$ cat src/sv/assert_macros.svh
// Assertion helpers; compiled out for synthesis.
`ifndef ASSERT_MACROS_SVH
`define ASSERT_MACROS_SVH

`ifndef SYNTHESIS

`define ASSERT_CLK(label, clk, rst, prop, msg) \
  label: assert property (@(posedge clk) disable iff (rst) prop) else $error(msg);

`define ASSERT_CLK_NORST(label, clk, prop, msg) \
  label: assert property (@(posedge clk) prop) else $error(msg);

`else

`define ASSERT_CLK(label, clk, rst, prop, msg)

`define ASSERT_CLK_NORST(label, clk, prop, msg)

`endif

`endif

$ cat src/sv/lpas_pkg.sv
package lpas_pkg;

  localparam int ADDR_W          = 48;
  localparam int HOME_SHIFT      = 4;
  localparam int HOME_W          = ADDR_W - HOME_SHIFT;
  localparam int TABLE_DEPTH_DEF = 4096;
  localparam int PROBE_LIMIT_DEF = 100;

  localparam logic OP_MARK  = 1'b0;
  localparam logic OP_CHECK = 1'b1;

  // status of the home slot reduction unit
  typedef struct packed {
    logic busy;
    logic done;
  } home_stat_t;

endpackage

$ cat src/sv/lpas_home_slot.sv
// Home slot: (address >> 4) mod TABLE_DEPTH. TABLE_DEPTH is a power of two,
// so the reduction keeps the low index bits; the slot is registered and done
// pulses in the next cycle.
module lpas_home_slot #(
  parameter int TABLE_DEPTH = lpas_pkg::TABLE_DEPTH_DEF,
  parameter int IDX_W       = $clog2(TABLE_DEPTH)
) (
  input  logic                        clk,
  input  logic                        rst,
  input  logic                        start,
  input  logic [lpas_pkg::HOME_W-1:0] value,
  output lpas_pkg::home_stat_t        stat,
  output logic [IDX_W-1:0]            slot
);
  import lpas_pkg::*;

  logic [IDX_W-1:0] home;
  logic             done;

  always_ff @(posedge clk) begin
    if (rst) begin
      done <= 1'b0;
    end else begin
      done <= start;
    end
  end

  always_ff @(posedge clk) begin
    if (start) begin
      home <= value[IDX_W-1:0];
    end
  end

  // busy only while a value is being taken in
  assign stat.busy = start;
  assign stat.done = done;
  assign slot      = home;

endmodule

$ cat config.mk
export PLATFORM = sky130hd
export DESIGN_NAME = lpas_home_slot
export DESIGN_NICKNAME = d
export VERILOG_FILES = /design/src/sv/assert_macros.svh /design/src/sv/lpas_pkg.sv /design/src/sv/lpas_home_slot.sv
export SDC_FILE = /design/constraint.sdc
export NUM_CORES = 1
export LEC_CHECK = 0
export ABC_AREA = 1
export BUFFER_PORTS_ARGS = -buffer_cell sky130_fd_sc_hd__buf_2
export CAP_MARGIN = 20
export CORE_MARGIN = 2
export CORE_UTILIZATION = 24
export DETAILED_ROUTE_END_ITERATION = 10
export PLACE_DENSITY = 0.71
export SLEW_MARGIN = 30
export SYNTH_ARGS = -nofsm -noshare
export SYNTH_HDL_FRONTEND = slang
export SYNTH_SLANG_ARGS = --single-unit
$ cat constraint.sdc
create_clock -name clk -period 0.8 [get_ports clk]
set_clock_uncertainty 0.2 [all_clocks]
set_input_delay 0.16 -clock clk [delete_from_list [all_inputs] [get_ports clk]]
set_output_delay 0.16 -clock clk [all_outputs]
set_load 0.02 [all_outputs]
# [Word level (Yosys, flattened, before mapping)]
# Cells that the tools add are included.
[classes] n_addsub=0 mul=0 div_mod_pow=0 order_cmp=0 n_eq_ne=0 shift=0 mux=0 bitwise_logic=0 n_reduce_logical=0
[word_totals] ff_bits=13 latchBits=0 mem_bits_rw=0 romBits=0 input_bits=47 out_inout_bits=14 elab_cells=2 n_memories=0

# [Logic depth before layout (Yosys ltp)]
[logic_depth] word_depth=0 depth_mapped=2 mapped_depth_nobuf=2

# [Worst setup path before layout]
# No wires, ideal clock.
[synth_timing] path_type="register -> output" startpoint="register home[0] (netlist: slot[0])" endpoint="output port slot[0]" arrival_time_ns=0.449 t_required_ns=0.440 setup_slack_ns=-0.009 stages_incl_launch_ff=1 n_path_buf=0 path_cell_list="edfxtp_1"
[synth_rtl] element="start, declared" line_no="lpas_home_slot.sv:17" rtl="logic [IDX_W-1:0] home;"
[synth_rtl] element="start signal, assigned" line_no="lpas_home_slot.sv:30" rtl="home <= value[IDX_W-1:0];"
[synth_rtl] element="end, declared" line_no="lpas_home_slot.sv:13" rtl="output logic [IDX_W-1:0] slot"
# No word-level cell between the ends.

# [Worst setup path in the final report]
[layout_timing] startpoint="register home[9] (netlist: slot[9])" endpoint="output port slot[9]"
# No word-level cell between the ends.

==> run_results.csv <==
group,metric,value,unit
status,status,"finished with violations",
status,violations,"negative hold slack, negative setup slack",
sta,fmax,862,MHz
drt,first_pass_iters,2,
placed_design,port_buffers,28,
grt,met3_usage,0.0560,
power,irDropWorstVdd,857,µV
drt,drtIter0Drc,3,
floorplanning,dieArea,2030,µm²
drt,routed_wl,706,µm
critical_path,arrival,0.80,ns
critical_path,crit_path_start_kind,"register",
worst_hold_path,holdPathStages,2,
finish,fin_nets,98,
grt,track_usage,0.0839,
critical_path,path_buf_inv,1,
finish,antennaDiodeCount,0,
sta,setup_viol,13,
critical_path,crit_chain,"buf_6",
sta,setup_tns,-4.43,ns
floorplanning,io_pins,61,
grt,grt_max_degree,11,
floorplanning,die_y,45.1,µm
power,power_density,2140,nW/µm²
critical_path,crit_start,"slot[9]",
clock_network,clk_pin_slew_worst_paths,0.07,ns
critical_path,slowest_delay,0.39,ns
critical_path,worstSetupPathType,"register to output port",
finish,syn2layout_area_growth,64.2,%
synth,synth_nets,64,
drt,drc,0,
grt,grt_first_pass_wirelength,1130,µm
drt,viasPerCell,3.97,
drt,detail-route-antenna-nets,0,
critical_path,required,0.44,ns
finish,fill_cells,138,
finish,layout_commonest_cell,"buf_2",
clock_network,cts_max_level,1,
synth,synthDistinctLibCells,5,
run,cap_violations,0,
synth,seq_area_frac_synth,0.938,
finish,final_cell_mix,"19 x buf_2, 12 x edfxtp_1, 8 x buf_6",
floorplanning,die-width,45.1,µm
drt,wire_per_inst,10.7,µm
finish,drive_above_1_share,0.720,
floorplanning,rows,14,
critical_path,slowest_stage,"edfxtp_1",
placed_design,dp_slack,-0.139,ns
clock_network,numCtsBuffers,3,
grt,grt-ovfl-total,0,
clock_network,cts_sinks,13,
power,p_total,1420,µW
synth,syn_area,405,µm²
grt,first_global_vias,289,
grt,grt-busiest-layer,"met2",
synth,synthCells,17,
floorplanning,fp.coreArea,1540,µm²
sta,whs,-0.152,ns
clock_network,post_cts.repair.setup_buffers,0,
synth,yosysWarningCount,0,
worst_hold_path,hold_class,"primary input to register",
sta,slew-limit-headroom,0.922,
synth,synth_area_per_cell,23.8,µm²
grt,antenna_found_initial,0,
clock_network,cts_tree,"done",
sta,final_hold_viol_count,13,
grt,grt_use_met1,0.0749,
synth,synth-seq-cells,13,
placed_design,gp_congestion,0.672,
sta,post-route-period-util,1.45,
clock_network,cts_max_path_buffers,2,
drt,vias,262,
finish,seq_area,382,µm²
clock_network,cts-root-buf,"clkbuf_4",
finish,multiInputGateArea,6.26,µm²
critical_path,worstSetupEndpointType,"output port",
placed_design,placedCellCount,62,
sta,worst_pin_slew,0.118,ns
worst_hold_path,hold_path_end,"done",
sta,rsz0062_at_grt,"yes",
critical_path,critPathMaxFanout,1,
finish,stdcell_count,66,
worst_hold_path,min_from,"rst",
critical_path,critical_path.top_delay_family,"flip-flops",
power,p_leak,0.000295,µW
sta,fin_crit,1.16,ns
floorplanning,start_util,0.263,
sta,fin_ws,-0.360,ns
grt,use_met2,0.129,
sta,drv_slew,0,
what timing repair did:
action / 4_1_cts / 5_1_grt
pin swaps: 0 / 0
gates resized for setup: 6 / 12
setup endpoints to repair: 14 / 13
endpoints found under the hold margin: 13 / 13
how the worst max path moves through the flow:
stage               to  slack [ns]  depth (start not counted)
4_1_cts        slot[9]       -0.37                          1
3_3_place_gp   slot[0]       -0.13                          2
6_report       slot[9]       -0.36                          1
2_1_floorplan  slot[0]      -0.009                          0
3_5_place_dp   slot[5]       -0.14                          2
5_1_grt        slot[9]       -0.40                          1
synth_stat cells (all sizes together):
| master | count | area [µm²] |
|---|---|---|
| buf | 2 | 15.0 |
| dfxtp | 1 | 20.0 |
| edfxtp | 12 | 360 |
| inv | 1 | 3.75 |
| nor2 | 1 | 6.26 |
flip-flops by register name, summed over array words and instances, names as in the netlist:
name,count
slot,12
done,1
cell families (layout without fill, tap and decap cells):
kind of cell	count (synthesis)	count (layout)	synth area share
flip-flops	13	13	0.938
AND/OR/NAND/NOR	1	1	0.0154
buffers and inverters	3	36	0.0463
final cells by class:
cell class / instances / share of cell area
clock buffer: 4 / 0.0395
inverter: 1 / 0.00564
multi-input combinational: 1 / 0.00940
sequential: 13 / 0.573
tap: 16 / 0.0301
timing repair buffer: 31 / 0.342
where the power goes:
group,internal [µW],switching [µW]
sequential,799,16.3
clock,193,194
combinational,110,112
metal layers:
metal / vias up / share of wire
li1: 127 / -
met4: 0 / 0.014
met5: - / 0
met3: 2 / 0.14
met1: 111 / 0.38
met2: 22 / 0.46
stage by stage:
stage                     instance area, µm²  utilization
final                                    666        0.432
after global routing                     666        0.432
after CTS                                628        0.407
after detailed placement                 586        0.380
after global placement                   586        0.380
after floorplan                          405            -
Power figures use the tool's default switching activity.
